File: src/rtl/tta_pkg.sv
`timescale 1ns / 1ps
// tta_pkg: widths, codes, register types and the arctangent table of the
// trunk tilt alarm. No dependencies.
package tta_pkg;

	localparam int COORD_WIDTH = 16;

	// trunk difference (hips - 2*neck) and its magnitude
	localparam int DIFF_W = COORD_WIDTH + 2;
	localparam int MAG_W = COORD_WIDTH + 1;

	// magnitudes are scaled down until all are below 2^NORM_SHIFT
	localparam int NORM_SHIFT = 20;
	localparam int NW = (MAG_W < NORM_SHIFT) ? MAG_W : NORM_SHIFT;
	localparam int PROD_W = 2 * NW;
	localparam int SUM_W = 2 * NW + 1;

	// square root of (ax^2 + az^2) * 2^16, radicand padded to an even width
	localparam int SQ_FRAC = 16;
	localparam int SQ_N_W = SUM_W + SQ_FRAC + 1;
	localparam int ROOT_W = SQ_N_W / 2;
	localparam int REM_W = ROOT_W + 3;
	localparam int SQ_CNT_W = $clog2(ROOT_W + 1);

	// vertical component is scaled by 2^8 before the cordic
	localparam int VERT_SHIFT = 8;

	localparam int CR_W = ROOT_W + 3;
	localparam int CORDIC_STEPS = 17;
	localparam int STEP_W = $clog2(CORDIC_STEPS);
	localparam int ANG_W = 20;
	localparam int ANG_SHIFT = 8;
	localparam int ROUND_HALF = 128;

	localparam int TILT_W = 10;
	localparam int CNT_W = 8;
	localparam int CFG_W = 10;
	localparam int CFG_IDX_W = 2;

	localparam logic [TILT_W-1:0] TILT_MAX = 10'd900;

	localparam logic [TILT_W-1:0] RST_TILT_LIMIT = 10'd300;
	localparam logic [CNT_W-1:0] RST_HOLD_FRAMES = 8'd30;
	localparam logic [CNT_W-1:0] RST_COOLDOWN_FRAMES = 8'd30;

	// configuration register indexes
	localparam logic [CFG_IDX_W-1:0] REG_TILT_LIMIT = 2'd0;
	localparam logic [CFG_IDX_W-1:0] REG_HOLD_FRAMES = 2'd1;
	localparam logic [CFG_IDX_W-1:0] REG_COOLDOWN_FRAMES = 2'd2;

	typedef struct packed {
		logic [TILT_W-1:0] tilt_limit;
		logic [CNT_W-1:0] hold_frames;
		logic [CNT_W-1:0] cooldown_frames;
	} cfg_t;

	typedef enum logic [2:0] {
		ST_IDLE,
		ST_NORM,
		ST_MUL_X,
		ST_MUL_Z,
		ST_SUM,
		ST_SQRT,
		ST_CORDIC,
		ST_FINISH
	} state_t;

	// atan(2^-i) in units of 1/2560 degree
	function automatic logic signed [ANG_W-1:0] atan_step(input logic [STEP_W-1:0] i);
		logic signed [ANG_W-1:0] a;
		case (i)
			5'd0: a = ANG_W'(115200);
			5'd1: a = ANG_W'(68007);
			5'd2: a = ANG_W'(35933);
			5'd3: a = ANG_W'(18240);
			5'd4: a = ANG_W'(9155);
			5'd5: a = ANG_W'(4582);
			5'd6: a = ANG_W'(2292);
			5'd7: a = ANG_W'(1146);
			5'd8: a = ANG_W'(573);
			5'd9: a = ANG_W'(286);
			5'd10: a = ANG_W'(143);
			5'd11: a = ANG_W'(72);
			5'd12: a = ANG_W'(36);
			5'd13: a = ANG_W'(18);
			5'd14: a = ANG_W'(9);
			5'd15: a = ANG_W'(4);
			5'd16: a = ANG_W'(2);
			default: a = '0;
		endcase
		return a;
	endfunction

endpackage

File: src/rtl/tta_sqrt.sv
`timescale 1ns / 1ps
// tta_sqrt: digit-by-digit integer square root, one result bit per cycle.
// Depends on tta_pkg.
module tta_sqrt import tta_pkg::*; (
	input  logic              clk,
	input  logic              arst_n,
	input  logic              start,
	input  logic [SQ_N_W-1:0] radicand,
	output logic              done,
	output logic [ROOT_W-1:0] root
);

	logic [SQ_N_W-1:0] n_q;
	logic [REM_W-1:0] rem_q;
	logic [ROOT_W-1:0] root_q;
	logic [SQ_CNT_W-1:0] cnt_q;
	logic run_q;
	logic done_q;

	logic [REM_W-1:0] rem_sh;
	logic [REM_W-1:0] trial;
	logic fits;

	// bring down the next two radicand bits and try root*4+1
	assign rem_sh = {rem_q[REM_W-3:0], n_q[SQ_N_W-1 -: 2]};
	assign trial = REM_W'({root_q, 2'b01});
	assign fits = rem_sh >= trial;

	always_ff @(posedge clk or negedge arst_n) begin
		if (!arst_n) begin
			run_q <= 1'b0;
			done_q <= 1'b0;
			cnt_q <= '0;
		end else begin
			done_q <= 1'b0;
			if (start) begin
				run_q <= 1'b1;
				cnt_q <= SQ_CNT_W'(ROOT_W);
			end else if (run_q) begin
				cnt_q <= cnt_q - 1'b1;
				if (cnt_q == SQ_CNT_W'(1)) begin
					run_q <= 1'b0;
					done_q <= 1'b1;
				end
			end
		end
	end

	always_ff @(posedge clk) begin
		if (start) begin
			n_q <= radicand;
			rem_q <= '0;
			root_q <= '0;
		end else if (run_q) begin
			n_q <= n_q << 2;
			rem_q <= fits ? (rem_sh - trial) : rem_sh;
			root_q <= {root_q[ROOT_W-2:0], fits};
		end
	end

	assign done = done_q;
	assign root = root_q;

endmodule

File: src/rtl/tta_cordic.sv
`timescale 1ns / 1ps
// tta_cordic: vectoring cordic, one rotation per cycle on a shared
// add/subtract and shift unit, ending in a rounded, clamped tilt. Uses tta_pkg.
module tta_cordic import tta_pkg::*; (
	input  logic                   clk,
	input  logic                   arst_n,
	input  logic                   start,
	input  logic signed [CR_W-1:0] x0,
	input  logic signed [CR_W-1:0] y0,
	output logic                   done,
	output logic [TILT_W-1:0]      tilt
);

	logic signed [CR_W-1:0] cx_q;
	logic signed [CR_W-1:0] cy_q;
	logic signed [ANG_W-1:0] ang_q;
	logic [STEP_W-1:0] i_q;
	logic run_q;
	logic done_q;

	logic signed [CR_W-1:0] sx;
	logic signed [CR_W-1:0] sy;
	logic y_pos;
	logic signed [ANG_W-1:0] a_i;
	logic signed [ANG_W-1:0] rnd;
	logic signed [ANG_W-1:0] t_full;

	assign sx = cx_q >>> i_q;
	assign sy = cy_q >>> i_q;
	assign y_pos = !cy_q[CR_W-1] && (cy_q != '0);
	assign a_i = atan_step(i_q);

	// round to tenths of a degree, then clamp to 0..900
	assign rnd = ang_q + ANG_W'(ROUND_HALF);
	assign t_full = rnd >>> ANG_SHIFT;

	always_comb begin
		if (t_full[ANG_W-1])
			tilt = '0;
		else if ($unsigned(t_full) > ANG_W'(TILT_MAX))
			tilt = TILT_MAX;
		else
			tilt = t_full[TILT_W-1:0];
	end

	always_ff @(posedge clk or negedge arst_n) begin
		if (!arst_n) begin
			run_q <= 1'b0;
			done_q <= 1'b0;
			i_q <= '0;
		end else begin
			done_q <= 1'b0;
			if (start) begin
				run_q <= 1'b1;
				i_q <= '0;
			end else if (run_q) begin
				if (i_q == STEP_W'(CORDIC_STEPS - 1)) begin
					run_q <= 1'b0;
					done_q <= 1'b1;
				end else begin
					i_q <= i_q + 1'b1;
				end
			end
		end
	end

	always_ff @(posedge clk) begin
		if (start) begin
			cx_q <= x0;
			cy_q <= y0;
			ang_q <= '0;
		end else if (run_q) begin
			if (y_pos) begin
				cx_q <= cx_q + sy;
				cy_q <= cy_q - sx;
				ang_q <= ang_q + a_i;
			end else begin
				cx_q <= cx_q - sy;
				cy_q <= cy_q + sx;
				ang_q <= ang_q - a_i;
			end
		end
	end

	assign done = done_q;

endmodule

File: src/rtl/tta_alarm.sv
`timescale 1ns / 1ps
// tta_alarm: hold and cooldown counters plus the output register.
// Depends on tta_pkg.
module tta_alarm import tta_pkg::*; (
	input  logic              clk,
	input  logic              arst_n,
	input  logic              load,
	input  logic              ok,
	input  logic [TILT_W-1:0] tilt,
	input  cfg_t              cfg,
	input  logic              out_stall,
	output logic              free,
	output logic              out_valid,
	output logic              angle_valid,
	output logic [TILT_W-1:0] tilt_angle,
	output logic              alarm,
	output logic              cooling_down
);

	logic [CNT_W-1:0] tc_q;
	logic [CNT_W-1:0] cd_q;
	logic ov_q;
	logic av_q;
	logic [TILT_W-1:0] ta_q;
	logic al_q;
	logic cdo_q;

	logic [CNT_W-1:0] tc_inc;
	logic [CNT_W-1:0] tc_n;
	logic [CNT_W-1:0] cd_n;
	logic alarm_n;

	// saturating at all ones
	assign tc_inc = (tc_q == '1) ? tc_q : tc_q + 1'b1;

	always_comb begin
		tc_n = tc_q;
		cd_n = cd_q;
		alarm_n = 1'b0;
		if (ok) begin
			if (cd_q == '0) begin
				if (tilt > cfg.tilt_limit) begin
					tc_n = tc_inc;
					if (tc_inc >= cfg.hold_frames) begin
						alarm_n = 1'b1;
						cd_n = CNT_W'(1);
					end
				end else begin
					tc_n = '0;
				end
			end else if (cd_q >= cfg.cooldown_frames) begin
				cd_n = '0;
				tc_n = '0;
			end else begin
				cd_n = cd_q + 1'b1;
			end
		end
	end

	assign free = !ov_q || !out_stall;

	always_ff @(posedge clk or negedge arst_n) begin
		if (!arst_n) begin
			tc_q <= '0;
			cd_q <= '0;
			ov_q <= 1'b0;
		end else begin
			if (load) begin
				tc_q <= tc_n;
				cd_q <= cd_n;
				ov_q <= 1'b1;
			end else if (!out_stall) begin
				ov_q <= 1'b0;
			end
		end
	end

	always_ff @(posedge clk) begin
		if (load) begin
			av_q <= ok;
			ta_q <= ok ? tilt : '0;
			al_q <= alarm_n;
			cdo_q <= (cd_n != '0);
		end
	end

	assign out_valid = ov_q;
	assign angle_valid = av_q;
	assign tilt_angle = ta_q;
	assign alarm = al_q;
	assign cooling_down = cdo_q;

endmodule

File: src/rtl/trunk_tilt_alarm.sv
`timescale 1ns / 1ps
// trunk_tilt_alarm: top level; configuration registers, sequencer, shared
// multiplier. Uses tta_pkg, tta_sqrt, tta_cordic and tta_alarm.
//
//  channel | handshake                   | payload
//  --------+-----------------------------+-------------------------------------
//  in      | in_valid / in_stall         | neck, hip coordinates, joint ok bits
//  out     | out_valid / out_stall       | angle_valid, tilt_angle, alarm,
//          |                             | cooling_down
//  cfg     | cfg_wr_en, cfg_index        | cfg_data
//
// A frame with all joints valid passes the normalizing shifts, the squares of
// x and z, their sum, the square root bit loop and the cordic rotation loop;
// the two loops set its time. A zero, vertical or horizontal trunk skips the
// cordic. A frame with an invalid joint goes from idle straight to the finish
// state. in_stall is high from accept until the beat
// is in the output register; that register frees the input while a result
// waits on out_stall. Reset clears counters and loads register defaults.
module trunk_tilt_alarm import tta_pkg::*; (
	input  logic                          clk,
	input  logic                          arst_n,
	input  logic                          in_valid,
	output logic                          in_stall,
	input  logic signed [COORD_WIDTH-1:0] neck_x,
	input  logic signed [COORD_WIDTH-1:0] neck_y,
	input  logic signed [COORD_WIDTH-1:0] neck_z,
	input  logic signed [COORD_WIDTH-1:0] left_hip_x,
	input  logic signed [COORD_WIDTH-1:0] left_hip_y,
	input  logic signed [COORD_WIDTH-1:0] left_hip_z,
	input  logic signed [COORD_WIDTH-1:0] right_hip_x,
	input  logic signed [COORD_WIDTH-1:0] right_hip_y,
	input  logic signed [COORD_WIDTH-1:0] right_hip_z,
	input  logic                          neck_ok,
	input  logic                          left_hip_ok,
	input  logic                          right_hip_ok,
	output logic                          out_valid,
	input  logic                          out_stall,
	output logic                          angle_valid,
	output logic [TILT_W-1:0]             tilt_angle,
	output logic                          alarm,
	output logic                          cooling_down,
	input  logic                          cfg_wr_en,
	input  logic [CFG_IDX_W-1:0]          cfg_index,
	input  logic [CFG_W-1:0]              cfg_data
);

	cfg_t cfg_q;
	state_t state_q;
	state_t state_n;

	logic [MAG_W-1:0] mx_q;
	logic [MAG_W-1:0] my_q;
	logic [MAG_W-1:0] mz_q;
	logic ok_q;
	logic [PROD_W-1:0] prod_q;
	logic [PROD_W-1:0] acc_q;
	logic [TILT_W-1:0] tilt_q;

	logic in_ok;
	logic accept;
	logic [MAG_W-1:0] ax;
	logic [MAG_W-1:0] ay;
	logic [MAG_W-1:0] az;
	logic norm_big;
	logic [NW-1:0] mul_op;
	logic [PROD_W-1:0] prod;
	logic [SUM_W-1:0] sum;
	logic [SQ_N_W-1:0] radicand;
	logic sq_start;
	logic sq_done;
	logic [ROOT_W-1:0] sq_root;
	logic cr_start;
	logic cr_done;
	logic [TILT_W-1:0] cr_tilt;
	logic signed [CR_W-1:0] cr_x0;
	logic signed [CR_W-1:0] cr_y0;
	logic fin_load;
	logic out_free;

	function automatic logic [MAG_W-1:0] trunk_mag(
		input logic signed [COORD_WIDTH-1:0] l,
		input logic signed [COORD_WIDTH-1:0] r,
		input logic signed [COORD_WIDTH-1:0] n
	);
		logic signed [DIFF_W-1:0] d;
		d = DIFF_W'(l) + DIFF_W'(r) - (DIFF_W'(n) <<< 1);
		return d[DIFF_W-1] ? MAG_W'(-d) : MAG_W'(d);
	endfunction

	// configuration writes
	always_ff @(posedge clk or negedge arst_n) begin
		if (!arst_n) begin
			cfg_q.tilt_limit <= RST_TILT_LIMIT;
			cfg_q.hold_frames <= RST_HOLD_FRAMES;
			cfg_q.cooldown_frames <= RST_COOLDOWN_FRAMES;
		end else if (cfg_wr_en) begin
			unique case (cfg_index)
				REG_TILT_LIMIT: cfg_q.tilt_limit <= cfg_data[TILT_W-1:0];
				REG_HOLD_FRAMES: cfg_q.hold_frames <= cfg_data[CNT_W-1:0];
				REG_COOLDOWN_FRAMES: cfg_q.cooldown_frames <= cfg_data[CNT_W-1:0];
				default: ;
			endcase
		end
	end

	assign in_ok = neck_ok & left_hip_ok & right_hip_ok;
	assign in_stall = (state_q != ST_IDLE);
	assign accept = in_valid && (state_q == ST_IDLE);

	assign ax = trunk_mag(left_hip_x, right_hip_x, neck_x);
	assign ay = trunk_mag(left_hip_y, right_hip_y, neck_y);
	assign az = trunk_mag(left_hip_z, right_hip_z, neck_z);

	assign norm_big = ((mx_q >> NORM_SHIFT) != '0) || ((my_q >> NORM_SHIFT) != '0)
		|| ((mz_q >> NORM_SHIFT) != '0);

	// one multiplier squares x, then z
	assign mul_op = (state_q == ST_MUL_Z) ? mz_q[NW-1:0] : mx_q[NW-1:0];
	assign prod = mul_op * mul_op;
	assign sum = SUM_W'(acc_q) + SUM_W'(prod_q);
	assign radicand = {1'b0, sum, {SQ_FRAC{1'b0}}};

	assign cr_x0 = signed'(CR_W'({my_q[NW-1:0], {VERT_SHIFT{1'b0}}}));
	assign cr_y0 = signed'(CR_W'(sq_root));

	always_ff @(posedge clk or negedge arst_n) begin
		if (!arst_n)
			state_q <= ST_IDLE;
		else
			state_q <= state_n;
	end

	always_comb begin
		state_n = state_q;
		sq_start = 1'b0;
		cr_start = 1'b0;
		fin_load = 1'b0;
		unique case (state_q)
			ST_IDLE: begin
				if (in_valid)
					state_n = in_ok ? ST_NORM : ST_FINISH;
			end
			ST_NORM: begin
				if (!norm_big)
					state_n = ST_MUL_X;
			end
			ST_MUL_X: state_n = ST_MUL_Z;
			ST_MUL_Z: state_n = ST_SUM;
			ST_SUM: begin
				sq_start = 1'b1;
				state_n = ST_SQRT;
			end
			ST_SQRT: begin
				if (sq_done) begin
					if (sq_root == '0 || my_q == '0) begin
						state_n = ST_FINISH;
					end else begin
						cr_start = 1'b1;
						state_n = ST_CORDIC;
					end
				end
			end
			ST_CORDIC: begin
				if (cr_done)
					state_n = ST_FINISH;
			end
			ST_FINISH: begin
				if (out_free) begin
					fin_load = 1'b1;
					state_n = ST_IDLE;
				end
			end
			default: state_n = ST_IDLE;
		endcase
	end

	always_ff @(posedge clk) begin
		if (accept) begin
			mx_q <= ax;
			my_q <= ay;
			mz_q <= az;
			ok_q <= in_ok;
			tilt_q <= '0;
		end
		if (state_q == ST_NORM && norm_big) begin
			mx_q <= mx_q >> 1;
			my_q <= my_q >> 1;
			mz_q <= mz_q >> 1;
		end
		if (state_q == ST_MUL_X || state_q == ST_MUL_Z)
			prod_q <= prod;
		if (state_q == ST_MUL_Z)
			acc_q <= prod_q;
		// zero or vertical vector stays 0, horizontal vector is a full 90 degrees
		if (state_q == ST_SQRT && sq_done)
			tilt_q <= (sq_root == '0) ? '0 : TILT_MAX;
		if (state_q == ST_CORDIC && cr_done)
			tilt_q <= cr_tilt;
	end

	tta_sqrt u_sqrt (
		.clk      (clk),
		.arst_n   (arst_n),
		.start    (sq_start),
		.radicand (radicand),
		.done     (sq_done),
		.root     (sq_root)
	);

	tta_cordic u_cordic (
		.clk    (clk),
		.arst_n (arst_n),
		.start  (cr_start),
		.x0     (cr_x0),
		.y0     (cr_y0),
		.done   (cr_done),
		.tilt   (cr_tilt)
	);

	tta_alarm u_alarm (
		.clk          (clk),
		.arst_n       (arst_n),
		.load         (fin_load),
		.ok           (ok_q),
		.tilt         (tilt_q),
		.cfg          (cfg_q),
		.out_stall    (out_stall),
		.free         (out_free),
		.out_valid    (out_valid),
		.angle_valid  (angle_valid),
		.tilt_angle   (tilt_angle),
		.alarm        (alarm),
		.cooling_down (cooling_down)
	);

endmodule

File: config.mk
export PLATFORM = sky130hd
export DESIGN_NAME = trunk_tilt_alarm
export DESIGN_NICKNAME = d
export VERILOG_FILES = /design/src/rtl/tta_pkg.sv /design/src/rtl/tta_sqrt.sv /design/src/rtl/tta_cordic.sv /design/src/rtl/tta_alarm.sv /design/src/rtl/trunk_tilt_alarm.sv
export SDC_FILE = /design/constraint.sdc
export NUM_CORES = 2
export LEC_CHECK = 0
export ABC_AREA = 1
export BUFFER_PORTS_ARGS = -buffer_cell sky130_fd_sc_hd__buf_2
export CORE_AREA = 2 2 319 321
export DETAILED_ROUTE_END_ITERATION = 10
export DIE_AREA = 0 0 321 323
export GPL_ROUTABILITY_DRIVEN = 0
export PLACE_DENSITY = 0.53
export SLEW_MARGIN = 20
export SYNTH_ARGS = -nofsm -noshare
export SYNTH_HDL_FRONTEND = slang
export SYNTH_SLANG_ARGS = --single-unit
File: constraint.sdc
create_clock -name clk -period 10.49 [get_ports clk]
set_input_delay 0.5245 -clock clk [delete_from_list [all_inputs] [get_ports clk]]
set_output_delay 0.5245 -clock clk [all_outputs]
set_load 0.005 [all_outputs]
**After elaboration in Yosys (flattened, before gate mapping)**

Memory sizes are Yosys's and may differ from the RTL's.
Cells that the tools add are included.

- Memories: 1
- Word-level logic and storage cells: 175
- Output and inout port bits: 15
- Bits in read-only memories: 544
- Input bits: 164
- Register bits after elaboration: 370

Memory list:

| memory | words | bits a word | read ports | clocked after memory_dff | wr ports | RTL line | RTL |
|---|---|---|---|---|---|---|---|
| (no name shown) | 32 | 17 | 1 | 0 | 0 | tta_pkg.sv:71 | `case (i)` |

- Bitwise operators: 2
- Muxes and demuxes: 62
- Equality and inequality tests: 18
- Shift-type cells: 2
- Reductions and logical operators: 29
- Magnitude comparators: 5
- $mul: 1
- Add/subtract/negate cells: 22

Operators by type and width:

| cell | number |
|---|---|
| $mux W51 | 2 |
| $mux W8 | 9 |
| $mux W17 | 4 |
| $mux W10 | 6 |
| $add A29 B29 Y29 | 2 |
| $mux W29 | 2 |
| $sshr A29 B5 Y29 | 2 |
| $sub A29 B29 Y29 | 2 |
| $sub A17 B17 Y18 | 3 |
| $mux W26 | 2 |
| $add A16 B16 Y17 | 3 |
| $neg A17 Y17 | 3 |
| $mux W25 | 2 |
| $add A34 B34 Y35 | 1 |
| $mul A17 B17 Y34 | 1 |
| $ge A29 B28 Y1 | 1 |
| $reduce_bool A29 Y1 | 1 |
| $mux W27 | 1 |
| $sub A27 B27 Y27 | 1 |
| $logic_not A26 Y1 | 1 |
| $mux W5 | 5 |
| $pmux W3 S8 | 1 |
| $mux W1 | 22 |
| $add A20 B20 Y20 | 1 |
| 34 further kinds | 63 |

**Depth between registers and ports, before layout**

- Word-level depth: 8
- Mapped depth: 35
- Mapped depth without buffers: 33

**Cells and area by module**

From an unflattened synthesis, not the netlist that was laid out.

- Cell total of the unflattened synthesis: 6340
- Area, all modules: 44280.0 µm²

Modules (own cells, without submodules):

| module | area an instance (µm²) | cells each | instances | sequential area each (µm²) |
|---|---|---|---|---|
| trunk_tilt_alarm | 22126.2 | 2877 | 1 | 4584.4 |
| tta_cordic | 13163.9 | 2218 | 1 | 2317.2 |
| tta_sqrt | 6647.6 | 940 | 1 | 2797.7 |
| tta_alarm | 2342.2 | 305 | 1 | 815.8 |

**Worst setup path after synthesis**

OpenSTA, ideal clock, no wires.

- Path type: reg2reg
- Start: reg state_q[0]
- End: reg prod_q[26], data pin
- Cell stages (with the launch flop): 31
- Arrival time: 8262 ps
- Buffers on the path: 2
- Setup time: 258 ps
- Clock period less this slack: 8520 ps
- Required time: 10232 ps
- Setup slack: 1970 ps
- Path through: dfrtp_1 ha_1 inv_1 nor2_1 inv_1 buf_2 buf_1 o21ai_2 clkinv_1 nor2_1 inv_1 fa_1 fa_1 inv_1 ha_1 fa_1 inv_1 fa_1 fa_1 inv_1 ha_1 nand2_1 inv_1 a21oi_1 o21bai_1 a21oi_1 o21ai_0 a21boi_0 o21ai_0 a21oi_1 xnor2_1

- Cells in the longest elaborated chain, start to end: 3

Ends and longest elaborated chain:

| what | RTL line | RTL |
|---|---|---|
| start, declared | trunk_tilt_alarm.sv:48 | `state_t state_q;` |
| start signal, assigned | trunk_tilt_alarm.sv:130 | `state_q <= state_n;` |
| $eq A3 B2 Y1 | trunk_tilt_alarm.sv:118 | `assign mul_op = (state_q == ST_MUL_Z) ? mz_q[NW-1:0] : mx_q[NW-1:0];` |
| $mux W17 | trunk_tilt_alarm.sv:118 |  |
| $mul A17 B17 Y34 | trunk_tilt_alarm.sv:119 | `assign prod = mul_op * mul_op;` |
| via prod[26] | trunk_tilt_alarm.sv:66 | `logic [PROD_W-1:0] prod;` |
| end signal, assigned | trunk_tilt_alarm.sv:191 | `prod_q <= prod;` |
| end, declared | trunk_tilt_alarm.sv:55 | `logic [PROD_W-1:0] prod_q;` |

The timed path passes the listed nets, and every way through them passes these cells.
A chain may end at the register's enable or synchronous reset.

**Worst setup path after layout**

- Start: reg state_q[0]
- End: reg prod_q[27], data pin

The elaborated chain is that of the path after synthesis.

==> results_dict.tcl <==
set metrics [dict create \
    vias 35310 \
    final_hold_viol_count 0 \
    grt_pass1_vias 35080 \
    required_ns 10.85 \
    std_cell_rows 117 \
    cap_violations 0 \
    grt_pass1_wl_mm 184.3 \
    overflow 0 \
    ys_top_cells_by_count "nand2_1, inv_1, nand3_1" \
    worst-path-buf-inv 9 \
    nFillCells 10490 \
    htreeDepth 2 \
    path_clk_slew_ns 0.06 \
    ant_nets 0 \
    portBuffers 178 \
    cpMaxStageDelayCell "o21ai_1" \
    cts_hold_buf 0 \
    yosysWarnings 0 \
    synthCells 5371 \
    first_iter_violations 2313 \
    synth.avg_cell_area_sq_um 7.424 \
    grt_use_total_pct 21.93 \
    slew_viol_final 0 \
    numCtsBuffers 47 \
    rsz0062_at_grt "false" \
    syn_to_final_growth_pct 9.138 \
    drc 0 \
    cp-start-kind "flop" \
    die_y_um 323 \
    worstPathMaxFanout 34 \
    r2r_cells 27 \
    nets 6238 \
    die-area_sq_um 103700 \
    min_period_ns 8.355 \
    slew_headroom_pct 24.74 \
    synth_top_cell_by_area "edfxtp_1" \
    ys_seq_elements 368 \
    n_antenna_cell 0 \
    antenna_found_initial 1 \
    cts_root_buf "clkbuf_16" \
    timing.final.ws_setup_ns 2.135 \
    synth_top_cell_area_share_pct 16.49 \
    max_stage_delay_ns 0.74 \
    ios 179 \
    hold_path_class "in2async" \
    ys_async_sr_fraction_pct 16.30 \
    syn_area_sq_um 39870 \
    setup_violations 0 \
    yosysSeqAreaShare_pct 24.76 \
    ctsLongestPathBuffers 3 \
    worst_r2r_endpoint "prod_q[27]" \
    dr.pass1.iters 6 \
    cts_tree "yes" \
    status "completed" \
    path_class "reg2reg" \
    core_area_sq_um 100700 \
    worst_slew_pin_slew_ns 1.128 \
    wl_per_cell_um 16.50 \
    period_share_pct 79.64 \
    start_util_pct 39.59 \
    r2r_slack_ns 2.14 \
    crit_top_cell "inv_1" \
    cp-startpoint "state_q[0]" \
    worst_setup_path_end_kind "flop" \
    fin_skew_ns 0.04002 \
    drt-total-wl_mm 112.8 \
    dp_worst_setup_slack_ns 2.254 \
    clkSinkCount 368 \
    synth-edff-count 219 \
    fmax_ghz 0.1197 \
    grt_max_degree 81 \
    cp_data_arrival_time_ns 8.72 \
    drive_above_1_share_pct 7.108 \
    chipWidth_um 321 \
    syn_nets 6119 \
    dp_hpwl_mm 90.26 \
    vias_per_cell 5.163 \
    regToRegStartpoint "state_q[0]" \
    post-cts-setup-buffer-count 0 \
    path_delay_family "adder cells" \
    synthTopCellsByArea "edfxtp_1, fa_1, nand2_1" \
    finalSetupTns_ns 0 \
    ys.flop_type "edfxtp_1" \
    clk_latency_ns 0.65 \
    synth_most_common_cell "nand2_1" \
    postCtsResizedCells 0 \
    synth_cell_types 67 \
]
worst reg2reg max path, delay by kind of cell, from the launching register on:
| kind | cells | cell delay, ns |
|---|---|---|
| adders and majority gates | 8 | 3.43 |
| buffers and inverters | 9 | 1.38 |
| DFF | 1 | 0.39 |
| xor gates and xnor gates | 1 | 0.08 |
| and+or+nand+nor | 2 | 0.53 |
| AOI/OAI and AO/OA | 7 | 2.28 |
registers in the layout, summed over array words and instances, names as in the netlist, 17 cells and up:
name	cells
u_cordic.cy_q	29
u_sqrt.root	26
u_sqrt.n_q	36
prod_q	33
u_cordic.cx_q	29
cfg_q	26
u_sqrt.rem_q	27
my_q	17
mz_q	17
acc_q	33
u_cordic.ang_q	20
mx_q	17
cell type report:
class | count | area (sq um) | share of cell area (%)
Clock buffer | 70 | 1334 | 3.065
Clock inverter | 18 | 229.0 | 0.5262
Inverter | 983 | 3692 | 8.485
Multi-Input combinational cell | 3886 | 25660 | 58.97
Sequential cell | 368 | 9876 | 22.69
Tap cell | 1309 | 1638 | 3.764
Timing Repair Buffer | 204 | 1086 | 2.496
cell usage in the layout (no fill, tap or decap), types with 15 or more instances in the layout:
master and n:
o22ai_1 41, ha_1 341, inv_1 964, clkbuf_16 48, clkbuf_1 17, fa_1 243
nand2_2 20, o21a_1 15, buf_2 178, dfrtp_1 47, nor2_1 334, edfxtp_1 219
o21ai_0 286, or2_2 25, xor2_1 160, a31oi_1 42, xnor2_1 101, nand3_1 381
nor3_1 52, nand2_1 1206, dfxtp_1 89, buf_4 26, o21ai_1 42, a21oi_1 303
a21boi_0 17, nand4_1 54, nor4_1 22, a22oi_1 21, o211ai_1 40
worst max-delay path by stage:
| stage | end | depth (start not counted) | slack [ns] |
|---|---|---|---|
| 6_report | prod_q[27] | 27 | 2.14 |
| 5_1_grt | prod_q[27] | 27 | 1.52 |
| 4_1_cts | prod_q[27] | 27 | 2.21 |
| 3_5_place_dp | prod_q[27] | 27 | 2.25 |
| 3_3_place_gp | prod_q[27] | 27 | 2.46 |
| 2_1_floorplan | prod_q[26] | 30 | 1.97 |
metrics by stage:
step	cell area, sq um	cells	util, %	hold WS (ns)
floorplan	39870	5371	-	0.2289
global placement	41950	6750	41.66	0.4428
detailed placement	41950	6750	41.66	0.4521
CTS	43520	6838	43.21	0.08571
global route	43520	6838	43.21	0.1295
finish	43520	6838	43.21	0.07606
cell families after synthesis:
logic type / Yosys count / synth area share [%]
AOI/OAI and AO/OA: 890 / 12.71
xor gates and xnor gates: 261 / 5.733
adders and majority gates: 584 / 22.90
buffers and inverters: 1117 / 10.97
DFF: 368 / 24.76
muxes: 1 / 0.02824
and+or+nand+nor: 2150 / 22.89
metal layers:
metal / track usage [%] / up-vias / routed length, um
met3: 1.935 / 156 / 4381
met4: 5.929 / 2 / 2904
met5: 0 / - / 13
met1: 27.98 / 16710 / 50100
met2: 39.59 / 747 / 55410
li1: - / 17690 / -
Power is not shown: default switching activity piles up to over one toggle a cycle in this logic, so the estimate is an artifact.
